## src/hw/rtl/assert_macros.svh

```systemverilog
// assertion helper macros used by tea_variant_block_decrypt
// no dependencies; include by bare file name
`ifndef ASSERT_MACROS_SVH
`define ASSERT_MACROS_SVH

// same-cycle implication, disabled during reset
`define ASSERT_IMPL(label, clk, rst, ante, cons, msg) \
   label: assert property (@(posedge clk) disable iff (rst) (ante) |-> (cons)) \
      else $error(msg);

// next-cycle implication, disabled during reset
`define ASSERT_NEXT(label, clk, rst, ante, cons, msg) \
   label: assert property (@(posedge clk) disable iff (rst) (ante) |=> (cons)) \
      else $error(msg);

`endif

```

## src/hw/rtl/tvbd_pkg.sv

```systemverilog
// shared types and constants for the tea variant block decrypt
// no dependencies
`default_nettype none

package tvbd_pkg;

   localparam int WORD_WIDTH = 32;
   localparam logic [WORD_WIDTH-1:0] ROUND_DELTA = 32'h6745_2301;
   localparam int CSR_INDEX_WIDTH = 2;

   // csr register indexes
   typedef enum logic [CSR_INDEX_WIDTH-1:0] {
      KEY_WORD0_INDEX = 2'd0,
      KEY_WORD1_INDEX = 2'd1,
      KEY_WORD2_INDEX = 2'd2,
      KEY_WORD3_INDEX = 2'd3
   } csr_index_type;

   // the four key words as one group
   typedef struct packed {
      logic [WORD_WIDTH-1:0] word0;
      logic [WORD_WIDTH-1:0] word1;
      logic [WORD_WIDTH-1:0] word2;
      logic [WORD_WIDTH-1:0] word3;
   } key_type;

endpackage

`default_nettype wire

```

## src/hw/rtl/tvbd_round.sv

```systemverilog
// one registered decryption round of the tea variant pipeline
// depends on tvbd_pkg
`default_nettype none

module tvbd_round
   import tvbd_pkg::*;
(
   input  wire logic                  clock,
   input  wire logic                  reset,
   input  wire logic                  advance,
   input  wire key_type               key,
   input  wire logic [WORD_WIDTH-1:0] round_sum,
   input  wire logic                  up_valid,
   input  wire logic [WORD_WIDTH-1:0] up_left,
   input  wire logic [WORD_WIDTH-1:0] up_right,
   output logic                       down_valid,
   output logic [WORD_WIDTH-1:0]      down_left,
   output logic [WORD_WIDTH-1:0]      down_right
);

   // tea mixing function
   function automatic logic [WORD_WIDTH-1:0] mix(
      input logic [WORD_WIDTH-1:0] x,
      input logic [WORD_WIDTH-1:0] sum,
      input logic [WORD_WIDTH-1:0] ka,
      input logic [WORD_WIDTH-1:0] kb
   );
      return ((x << 4) + ka) ^ (x + sum) ^ ((x >> 5) + kb);
   endfunction

   logic                  valid_ff, valid_in;
   logic [WORD_WIDTH-1:0] left_ff, left_in;
   logic [WORD_WIDTH-1:0] right_ff, right_in;

   // right half first, then left half from the new right half
   always_comb begin
      valid_in = up_valid;
      right_in = up_right - mix(up_left, round_sum, key.word2, key.word3);
      left_in  = up_left - mix(right_in, round_sum, key.word0, key.word1);
   end

   // stage valid bit
   always_ff @(posedge clock) begin
      if (reset) begin
         valid_ff <= 1'b0;
      end else if (advance) begin
         valid_ff <= valid_in;
      end
   end

   // stage payload
   always_ff @(posedge clock) begin
      if (advance) begin
         left_ff  <= left_in;
         right_ff <= right_in;
      end
   end

   assign down_valid = valid_ff;
   assign down_left  = left_ff;
   assign down_right = right_ff;

endmodule

`default_nettype wire

```

## config.mk

```make
export PLATFORM = sky130hd
export DESIGN_NAME = tvbd_round
export DESIGN_NICKNAME = d
export VERILOG_FILES = /design/src/hw/rtl/assert_macros.svh /design/src/hw/rtl/tvbd_pkg.sv /design/src/hw/rtl/tvbd_round.sv
export SDC_FILE = /design/constraint.sdc
export NUM_CORES = 1
export LEC_CHECK = 0
export BUFFER_PORTS_ARGS = -buffer_cell sky130_fd_sc_hd__buf_2
export CAP_MARGIN = 20
export CORE_ASPECT_RATIO = 1.5
export CORE_UTILIZATION = 55
export CTS_CLUSTER_DIAMETER = 80
export DETAILED_ROUTE_END_ITERATION = 10
export PLACE_DENSITY = 0.83
export SLEW_MARGIN = 30
export SYNTH_ARGS = -nofsm -noshare
export SYNTH_HDL_FRONTEND = slang
export SYNTH_SLANG_ARGS = --single-unit
```

## constraint.sdc

```tcl
create_clock -name clock -period 12.6 [get_ports clock]
set_input_delay 2.52 -clock clock [delete_from_list [all_inputs] [get_ports clock]]
set_output_delay 2.52 -clock clock [all_outputs]
set_load 0.01 [all_outputs]
```

==> qor.log, run 1 <==
[detailed_routing] detail-routed net length per standard cell 20.3 microns
[detailed_routing] detailed-route wire length 46.4 mm
[sta] clock skew 0 ns
[synth] cells taking the most area after synthesis sky130_fd_sc_hd__ha_1 (22%), sky130_fd_sc_hd__xnor2_1 (18%), sky130_fd_sc_hd__edfxtp_1 (14%)
[synth] Synth cell types 80
[cells_and_area] final non-filler cell total 2280
[cts] CTS Buf Count 9
[cts] number of setup buffers added after CTS 0
[synth] number of nets in the synthesized netlist 2107
[synth] FFs w/ async S/R, synth 0
[detailed_routing] count of nets left with antenna violations after detail routing 0
[global_routing] antenna violations before repair 16
[floorplanning] Core Footprint 25000 sq um
[cts] CTS max path bufs 2
[cts] CTS Sinks 65
[sta] Achievable Freq 0.0885 GHz
[synth] most instantiated flip-flop cell in the synthesis netlist sky130_fd_sc_hd__edfxtp_1
[synth] count of state elements after synthesis 65
[worst_setup_path] slack of the worst reg-to-reg path 12.03 ns
[floorplanning] Die Footprint 26000 sq um
[worst_setup_path] startpoint-to-endpoint class of the critical path in2reg
[place] placer's final routability congestion estimate 1.00
[sta] number of max-slew violations in the final report 0
[synth] fraction of the yosys area taken by sequential cells 0.139
[sta] final period utilization 0.897
[floorplanning] number of placement rows 71
[floorplanning] number of top-level design ports 293
[detailed_routing] total vias in the final route 13800
[cts] clock transition at the registers of the reported paths 0.05 ns
[synth] post-synthesis cell area 13900 sq um
[global_routing] via count of the first global-routing pass 13700
[synth] Synth area leader sky130_fd_sc_hd__ha_1
[sta] slew at the pin closest to its max-slew limit 0.873 ns
[worst_setup_path] worst-path maximum fanout 6
[place] number of instances in the placed design 2257
[min_path] Worst Hold Class reg2reg
[sta] final hold slack 0.488 ns
[cts] Clk Latency, worst-skew pair 0.34 ns
[worst_setup_path] CP top delay family compound AO/OA/AOI/OAI gates
[global_routing] largest net degree at the start of global routing 66
[place] post-detail-place hpwl 39.6 mm
[worst_setup_path] most repeated library cell on the critical path sky130_fd_sc_hd__a21o_1
[cells_and_area] Filler Cell Count 2209
[worst_setup_path] library cell contributing the largest single delay on the critical path sky130_fd_sc_hd__o311ai_0
[synth] count leader, synth sky130_fd_sc_hd__xnor2_1
[cells_and_area] fraction of final layout cells with drive strength greater than 1 0.179
[global_routing] GRT Resource Usage Total 0.352
[detailed_routing] Via density 6.03
[synth] cells after synthesis 1630
[synth] area fraction of the dominant cell type after synthesis 0.216
[global_routing] final global-route overflow total 0
[sta] Final TNS setup 0 ns
[run] maxcap violations 0
[sta] count of final setup violators 0
[worst_setup_path] delay contributed by the slowest stage of the critical path 0.51 ns
[worst_setup_path] arrival time of data at the critical path endpoint 11.39 ns
[synth] Post-synth EDFFs 64
[place] Place WS 1.09 ns
[cells_and_area] Syn-to-layout area delta 16.1%
[sta] endpoints failing hold 0
[place] count of buffers inserted at the top-level ports 292
[synth] Warnings, synthesis 0
[floorplanning] die width 132 microns
[run_status] status finished clean
[floorplanning] initial standard-cell utilization of the core 0.558
[detailed_routing] number of detailed-routing iterations run before antenna repair 5
[cts] CTS tree built
[sta] unrepaired setup endpoints after global routing no
[sta] fin worst setup slack 1.30 ns
[detailed_routing] Iteration-0 DRC Markers 739
[synth] commonest cells in the netlist sky130_fd_sc_hd__xnor2_1 (292), sky130_fd_sc_hd__ha_1 (241), sky130_fd_sc_hd__a21oi_1 (176)
[detailed_routing] number of remaining DRC errors 0
[global_routing] global-route wire length before repair 70.1 mm
[sta] Max transition margin 0.418
[cts] hold buffers post-CTS 0
[cells_and_area] Layout Nets 2417
[worst_setup_path] required time worst endpoint 12.69 ns
[worst_setup_path] endpoint type of the worst setup path register
[sta] final period demand of the worst path 11.30 ns
[synth] average cell area after synthesis 8.55 sq um
[cts] CTS root buffer sky130_fd_sc_hd__clkbuf_16
[cts] quantity of gates resized following cts 0
[worst_setup_path] launching element type of the critical path input port
[floorplanning] vertical extent of the die 197 microns
[worst_setup_path] CP Buf/Inv Count 3
[cts] H-tree levels 3
flip-flops by register name (all words and copies together), names as in the netlist:
register and flops:
down_left 32, down_right 32, down_valid 1
kinds of logic (layout without fill, tap and decap cells):
group / Yosys count / after routing / share of synthesized area
compound gates: 550 / 550 / 0.265
xor+xnor: 360 / 360 / 0.228
simple gates: 351 / 351 / 0.124
fa+ha+maj: 249 / 249 / 0.228
flops: 65 / 65 / 0.139
buf+inv: 54 / 368 / 0.0146
mux: 1 / 1 / 0.000719
other cells: 0 / 8 / 0
final timing paths:
| path | depth (start not counted) | start | to |
|---|---|---|---|
| worst max-delay path | 44 | up_left[5] | down_left[31]$_DFFE_PP_ |
| worst min register to register | 2 | down_valid$_SDFFE_PP0P_ | down_valid$_SDFFE_PP0P_ |
| worst min-delay path | 2 | down_valid$_SDFFE_PP0P_ | down_valid$_SDFFE_PP0P_ |
| worst max register to register | 2 | down_valid$_SDFFE_PP0P_ | down_valid$_SDFFE_PP0P_ |
per-stage QoR:
step           instance area, sq um  utilization
3_5_place_dp                  15900        0.635
5_1_grt                       16200        0.647
6_report                      16200        0.648
4_1_cts                       16100        0.647
2_1_floorplan                 13900            -
3_3_place_gp                  15900        0.635
routing by layer:
layer  routed length, microns  global-route usage  vias up  share of wire
met1                    15900               0.328     6262           0.34
met3                     3230              0.0792      237          0.070
met4                     5110               0.345       12           0.11
li1                         -                   -     6640              -
met5                       82                   0        -         0.0018
met2                    22100               0.629      604           0.48
worst min-delay path: cells and delay by family, from the launching register on:
kind / cells / cell delay, ns
AND/OR/NAND/NOR: 1 / 0.07
multiplexers: 1 / 0.06
flip-flops: 1 / 0.32
area by class of cell:
cell class | instances | area, sq um | area share
Multi-Input combinational cell | 1511 | 11800 | 0.729
Sequential cell | 65 | 1940 | 0.120
Timing Repair Buffer | 301 | 1530 | 0.0946
Tap cell | 328 | 410 | 0.0254
Clock buffer | 9 | 225 | 0.0139
Inverter | 52 | 195 | 0.0121
Clock inverter | 6 | 60.1 | 0.00371
Antenna cell | 8 | 20.0 | 0.00124
cell usage in the layout (no fill, tap or decap), drive strengths merged, types with 18 or more instances in the layout:
| cell | instances |
|---|---|
| edfxtp | 64 |
| nand3 | 36 |
| a21o | 138 |
| o21a | 19 |
| inv | 52 |
| o21bai | 18 |
| nor3 | 20 |
| xor2 | 66 |
| xnor2 | 293 |
| ha | 241 |
| nand2 | 102 |
| nor2b | 24 |
| o21ai | 92 |
| a21oi | 178 |
| buf | 301 |
| nand2b | 27 |
| nor2 | 79 |
Power of run 1 is left out: the tool's default activity adds up to more than one toggle a clock period on the data nets, which glitch-free logic cannot reach.
==> run 2: changes to the inputs <==
RECOVER_POWER = 25   (was unset)
==> qor.log, run 2 (synthesis gave the netlist of run 1 again) <==
[global_routing] largest net degree at the start of global routing 66 [unchanged]
[cells_and_area] Syn-to-layout area delta 16.0% [about the same]
[floorplanning] vertical extent of the die 197 microns [unchanged]
[detailed_routing] number of remaining DRC errors 0 [unchanged]
[cts] CTS tree built
[floorplanning] Core Footprint 25000 sq um [unchanged]
[worst_setup_path] critical path depth in cells 44 [unchanged]
[sta] final hold slack 0.492 ns [+0.00469 ns]
[cts] clock transition at the registers of the reported paths 0.05 ns [about the same]
[floorplanning] number of top-level design ports 293 [unchanged]
[run] maxcap violations 1 [+1]
[sta] slew at the pin closest to its max-slew limit 3.67 ns [+2.80 ns]
[global_routing] via count of the first global-routing pass 13700 [unchanged]
[worst_setup_path] most repeated library cell on the critical path sky130_fd_sc_hd__a21o_1
[place] placer's final routability congestion estimate 1.00 [unchanged]
[cts] quantity of gates resized following cts 0 [unchanged]
[min_path] Hold Path Depth 2 [unchanged]
[worst_setup_path] startpoint-to-endpoint class of the critical path in2reg
[cts] CTS Buf Count 9 [unchanged]
[detailed_routing] total vias in the final route 13700 [-0.065%]
[worst_setup_path] source of the worst register-to-register timing path down_valid$_SDFFE_PP0P_
[global_routing] antenna violations before repair 16 [unchanged]
[min_path] start point of the worst min-delay path down_valid$_SDFFE_PP0P_
[detailed_routing] wire length on met3 3.27 mm [+1.2%]
[sta] final period demand of the worst path 11.30 ns [-0.00746 ns]
[detailed_routing] met2 WL 22.1 mm [-0.12%]
[run_status] status complete, but fails checks
[place] count of buffers inserted at the top-level ports 292 [unchanged]
[cts] Clk Latency, worst-skew pair 0.34 ns [about the same]
[cells_and_area] fraction of final layout cells with drive strength greater than 1 0.177 [-0.00206]
[worst_setup_path] R2R cell count 2 [unchanged]
[worst_setup_path] required time worst endpoint 12.69 ns [about the same]
[detailed_routing] detailed-route wire length 46.4 mm [about the same]
[detailed_routing] Iteration-0 DRC Markers 739 [unchanged]
[worst_setup_path] library cell contributing the largest single delay on the critical path sky130_fd_sc_hd__o311ai_0
[global_routing] GRT Resource Usage Total 0.352 [unchanged]
[cts] CTS Sinks 65 [unchanged]
[cts] H-tree levels 3 [unchanged]
[global_routing] final global-route overflow total 0 [unchanged]
[worst_setup_path] delay contributed by the slowest stage of the critical path 0.51 ns [about the same]
[worst_setup_path] endpoint type of the worst setup path register
[cells_and_area] Layout Nets 2417 [unchanged]
[sta] count of final setup violators 0 [unchanged]
[worst_setup_path] endpoint of the worst-slack reg-to-reg timing path down_valid$_SDFFE_PP0P_
[floorplanning] number of placement rows 71 [unchanged]
[worst_setup_path] launching element type of the critical path input port
[detailed_routing] routed length on met1 15.9 mm [-0.21%]
[min_path] Worst Hold Class reg2reg
[min_path] Min-Delay Endpoint down_valid$_SDFFE_PP0P_
[run_status] violations in the final reports capacitance limit, slew limit
[detailed_routing] top routing layer in use met5
[floorplanning] Die Footprint 26000 sq um [unchanged]
[worst_setup_path] CP Buf/Inv Count 3 [unchanged]
[sta] clock skew 0 ns [unchanged]
[worst_setup_path] arrival time of data at the critical path endpoint 11.38 ns [about the same]
[cells_and_area] Filler Cell Count 2212 [+0.14%]
[floorplanning] initial standard-cell utilization of the core 0.558 [unchanged]
[place] post-detail-place hpwl 39.6 mm [unchanged]
[detailed_routing] detail-routed net length per standard cell 20.3 microns [about the same]
[detailed_routing] Via density 6.03 [about the same]
[sta] endpoints failing hold 0 [unchanged]
[sta] final period utilization 0.896 [about the same]
[sta] Final TNS setup 0 ns [unchanged]
[cells_and_area] most frequent standard cell in the layout excluding fill and tap cells sky130_fd_sc_hd__xnor2_1
[place] number of instances in the placed design 2257 [unchanged]
[worst_setup_path] slack of the worst reg-to-reg path 11.97 ns [-0.06 ns]
[cells_and_area] final non-filler cell total 2280 [unchanged]
[sta] number of max-slew violations in the final report 66 [+66]
[floorplanning] die width 132 microns [unchanged]
[sta] Max transition margin -1.45 [-1.87]
[sta] Achievable Freq 0.0885 GHz [about the same]
[worst_setup_path] Crit. Startpoint up_left[5]
[sta] unrepaired setup endpoints after global routing no
[cts] CTS root buffer sky130_fd_sc_hd__clkbuf_16
[detailed_routing] count of nets left with antenna violations after detail routing 0 [unchanged]
[cts] number of setup buffers added after CTS 0 [unchanged]
[worst_setup_path] CP top delay family compound AO/OA/AOI/OAI gates
[worst_setup_path] worst-path maximum fanout 6 [unchanged]
[cts] hold buffers post-CTS 0 [unchanged]
[detailed_routing] number of detailed-routing iterations run before antenna repair 5 [unchanged]
[cells_and_area] commonest cells after routing, fill and taps aside sky130_fd_sc_hd__xnor2_1 (292), sky130_fd_sc_hd__buf_2 (289), sky130_fd_sc_hd__ha_1 (241), sky130_fd_sc_hd__a21oi_1 (176), sky130_fd_sc_hd__a21o_1 (138)
[cts] CTS max path bufs 2 [unchanged]
[global_routing] global-route wire length before repair 70.1 mm [unchanged]
[run 2: worst max-delay path by stage]
| stage | to | slack (ns) |
|---|---|---|
| 3_3_place_gp | down_left[31]$_DFFE_PP_ | 1.28 |
| 4_1_cts | down_left[31]$_DFFE_PP_ | 1.43 |
| 2_1_floorplan | down_left[31]$_DFFE_PP_ | 2.04 |
| 5_1_grt | down_left[31]$_DFFE_PP_ | 0.50 |
| 6_report | down_left[31]$_DFFE_PP_ | 1.30 |
| 3_5_place_dp | down_left[31]$_DFFE_PP_ | 1.09 |
[run 2: per-layer routing]
| layer | up-vias | track usage |
|---|---|---|
| met1 | 6249 | 0.328 |
| met3 | 237 | 0.0792 |
| met5 | - | 0 |
| met2 | 607 | 0.629 |
| li1 | 6641 | - |
| met4 | 12 | 0.345 |
[run 2: layout make-up]
cell class	instances	area (sq um)	area share
diodes	8	20.0	0.00124
clock buffers	9	225	0.0139
clock inverters	6	60.1	0.00372
inverters	52	195	0.0121
multi-input cells	1511	11800	0.729
flip-flops and latches	65	1940	0.120
well taps	328	410	0.0254
repair buffers	301	1520	0.0941
[run 2: worst min-delay path, cell delays in order (launching register included)]
cell and delay (ns):
sky130_fd_sc_hd__dfxtp_1 0.32, sky130_fd_sc_hd__mux2i_1 0.06, sky130_fd_sc_hd__nor2_1 0.07
[run 2: per-stage QoR]
| stage | util | setup slack (ns) | cell area (sq um) |
|---|---|---|---|
| after global placement | 0.635 | 1.28 | 15900 |
| after CTS | 0.647 | 1.43 | 16100 |
| final | 0.647 | 1.30 | 16200 |
| after floorplan | - | 2.04 | 13900 |
| after global routing | 0.647 | 0.496 | 16200 |
| after detailed placement | 0.635 | 1.09 | 15900 |
Power of run 2 is left out for the same reason.
==> run 3: changes to the inputs <==
BUFFER_PORTS_ARGS = -buffer_cell sky130_fd_sc_hd__buf_4   (was -buffer_cell sky130_fd_sc_hd__buf_2)
RECOVER_POWER = 100   (was 25)
==> qor.log, run 3 (synthesis gave the netlist of run 1 again) <==
[run_status] status complete, but fails checks
[run_status] violations in the final reports capacitance limit, slew limit
[detailed_routing] detail-routed net length per standard cell 21.3 microns [+4.8%]
[cts] CTS tree built
[cts] number of setup buffers added after CTS 0 [unchanged]
[global_routing] final global-route overflow total 0 [unchanged]
[cts] CTS Buf Count 9 [unchanged]
[sta] final period utilization 0.920 [+0.0238]
[detailed_routing] number of remaining DRC errors 0 [unchanged]
[floorplanning] Die Footprint 26000 sq um [unchanged]
[min_path] start point of the worst min-delay path down_valid$_SDFFE_PP0P_
[cts] hold buffers post-CTS 0 [unchanged]
[worst_setup_path] launching element type of the critical path input port
[cells_and_area] final design area excluding fillers 16600 sq um [+2.7%]
[floorplanning] number of top-level design ports 293 [unchanged]
[cts] clock transition at the registers of the reported paths 0.06 ns [about the same]
[sta] count of final setup violators 0 [unchanged]
[global_routing] global-route wire length before repair 73.3 mm [+4.6%]
[place] Post-DP Area 16600 sq um [+4.6%]
[cts] CTS max path bufs 2 [unchanged]
[cts] Clk Latency, worst-skew pair 0.34 ns [about the same]
[worst_setup_path] delay contributed by the slowest stage of the critical path 0.59 ns [+0.08 ns]
[sta] unrepaired setup endpoints after global routing no
[cts] CTS Sinks 65 [unchanged]
[worst_setup_path] R2R cell count 2 [unchanged]
[sta] clock skew 0 ns [unchanged]
[worst_setup_path] library cell contributing the largest single delay on the critical path sky130_fd_sc_hd__o311ai_0
[worst_setup_path] source of the worst register-to-register timing path down_valid$_SDFFE_PP0P_
[cells_and_area] Layout Nets 2417 [unchanged]
[worst_setup_path] required time worst endpoint 12.69 ns [about the same]
[min_path] Min-Delay Endpoint down_valid$_SDFFE_PP0P_
[min_path] Hold Path Depth 2 [unchanged]
[cells_and_area] register area 1940 sq um [unchanged]
[worst_setup_path] endpoint of the worst-slack reg-to-reg timing path down_valid$_SDFFE_PP0P_
[cells_and_area] Syn-to-layout area delta 19.1%
[global_routing] GRT Resource Usage Total 0.371 [+0.0192]
[detailed_routing] total vias in the final route 13700 [-0.20%]
[cts] quantity of gates resized following cts 0 [unchanged]
[detailed_routing] number of detailed-routing iterations run before antenna repair 6 [+1]
[floorplanning] vertical extent of the die 197 microns [unchanged]
[sta] endpoints failing hold 0 [unchanged]
[detailed_routing] Iteration-0 DRC Markers 698 [-5.5%]
[cells_and_area] fraction of final layout cells with drive strength greater than 1 0.141 [-0.0356]
[sta] slew at the pin closest to its max-slew limit 3.65 ns [-0.0166 ns]
[min_path] Worst Hold Class reg2reg
[worst_setup_path] endpoint type of the worst setup path register
[worst_setup_path] worst-path maximum fanout 6 [unchanged]
[global_routing] antenna violations before repair 1 [-15]
[worst_setup_path] slack of the worst reg-to-reg path 11.97 ns [about the same]
[worst_setup_path] most repeated library cell on the critical path sky130_fd_sc_hd__a21o_1
[cells_and_area] commonest cells after routing, fill and taps aside sky130_fd_sc_hd__xnor2_1 (292), sky130_fd_sc_hd__ha_1 (241), sky130_fd_sc_hd__buf_4 (228), sky130_fd_sc_hd__a21oi_1 (176), sky130_fd_sc_hd__a21o_1 (138)
[sta] Achievable Freq 0.0862 GHz [-2.6%]
[sta] Max transition margin -1.44 [+0.0111]
[detailed_routing] count of nets left with antenna violations after detail routing 0 [unchanged]
[detailed_routing] Via density 6.03 [about the same]
[sta] number of max-slew violations in the final report 66 [unchanged]
[worst_setup_path] startpoint-to-endpoint class of the critical path in2reg
[floorplanning] initial standard-cell utilization of the core 0.558 [unchanged]
[cts] CTS root buffer sky130_fd_sc_hd__clkbuf_16
[place] post-detail-place hpwl 41.6 mm [+5.3%]
[floorplanning] die width 132 microns [unchanged]
[cells_and_area] combined area of the multi-input logic cells 11800 sq um [-0.12%]
[worst_setup_path] Crit. Startpoint up_left[5]
[global_routing] largest net degree at the start of global routing 66 [unchanged]
[cts] H-tree levels 3 [unchanged]
[place] placer's final routability congestion estimate 0.981 [-2.2%]
[cells_and_area] most frequent standard cell in the layout excluding fill and tap cells sky130_fd_sc_hd__xnor2_1
[floorplanning] Core Footprint 25000 sq um [unchanged]
[cells_and_area] post-route core utilization 0.665 [+0.0174]
[cells_and_area] Filler Cell Count 2256 [+2.0%]
[run] maxcap violations 1 [unchanged]
[floorplanning] number of placement rows 71 [unchanged]
[detailed_routing] detailed-route wire length 48.5 mm [+4.6%]
[worst_setup_path] arrival time of data at the critical path endpoint 11.68 ns [+0.30 ns]
[place] count of buffers inserted at the top-level ports 292 [unchanged]
[sta] Final TNS setup 0 ns [unchanged]
[global_routing] via count of the first global-routing pass 13700 [-0.26%]
[sta] final period demand of the worst path 11.60 ns [+0.300 ns]
-- run 3: changes by cell type in the layout (fill, tap and decap cells not counted), moves of 5 or more --
cell	previous run	this run
sky130_fd_sc_hd__buf_2	289	0
sky130_fd_sc_hd__diode_2	8	3
sky130_fd_sc_hd__buf_4	8	228
sky130_fd_sc_hd__clkbuf_1	4	73
-- run 3: worst max path at each step --
stage / to / slack, ns / cells past startpoint
finish: down_left[31]$_DFFE_PP_ / 1.00 / 44
detailed placement: down_left[31]$_DFFE_PP_ / 0.93 / 44
floorplan: down_left[31]$_DFFE_PP_ / 2.04 / 42
global route: down_left[31]$_DFFE_PP_ / 0.28 / 43
global placement: down_left[31]$_DFFE_PP_ / 1.23 / 44
CTS: down_left[31]$_DFFE_PP_ / 1.26 / 44
-- run 3: area by class of cell --
class	instances	area share
sequential	65	0.117
clock buffer	10	0.0144
tap	328	0.0247
antenna	3	0.000452
clock inverter	6	0.00256
timing repair buffer	301	0.120
inverter	52	0.0118
multi-input combinational	1511	0.709
-- run 3: stage by stage --
stage | instances | hold slack (ns) | setup WS, ns
5_1_grt | 2273 | 0.519 | 0.282
3_3_place_gp | 2257 | 0.474 | 1.23
3_5_place_dp | 2257 | 0.490 | 0.929
4_1_cts | 2273 | 0.503 | 1.26
6_report | 2276 | 0.494 | 1.00
2_1_floorplan | 1630 | 0.528 | 2.04
-- run 3: critical path, delay by kind of cell --
family          cells  cell delay [ns]
compound gates     24             5.12
xor+xnor            8             1.21
fa+ha+maj           5             1.64
buf+inv             3             0.44
simple gates        4             0.74
-- run 3: metal layers --
layer,wire [microns],track usage,vias to the layer above
met5,0,0,-
met1,15900,0.344,6221
li1,-,-,6645
met3,3400,0.0751,213
met2,23900,0.678,640
met4,5280,0.350,0
Power of run 3 is left out for the same reason.
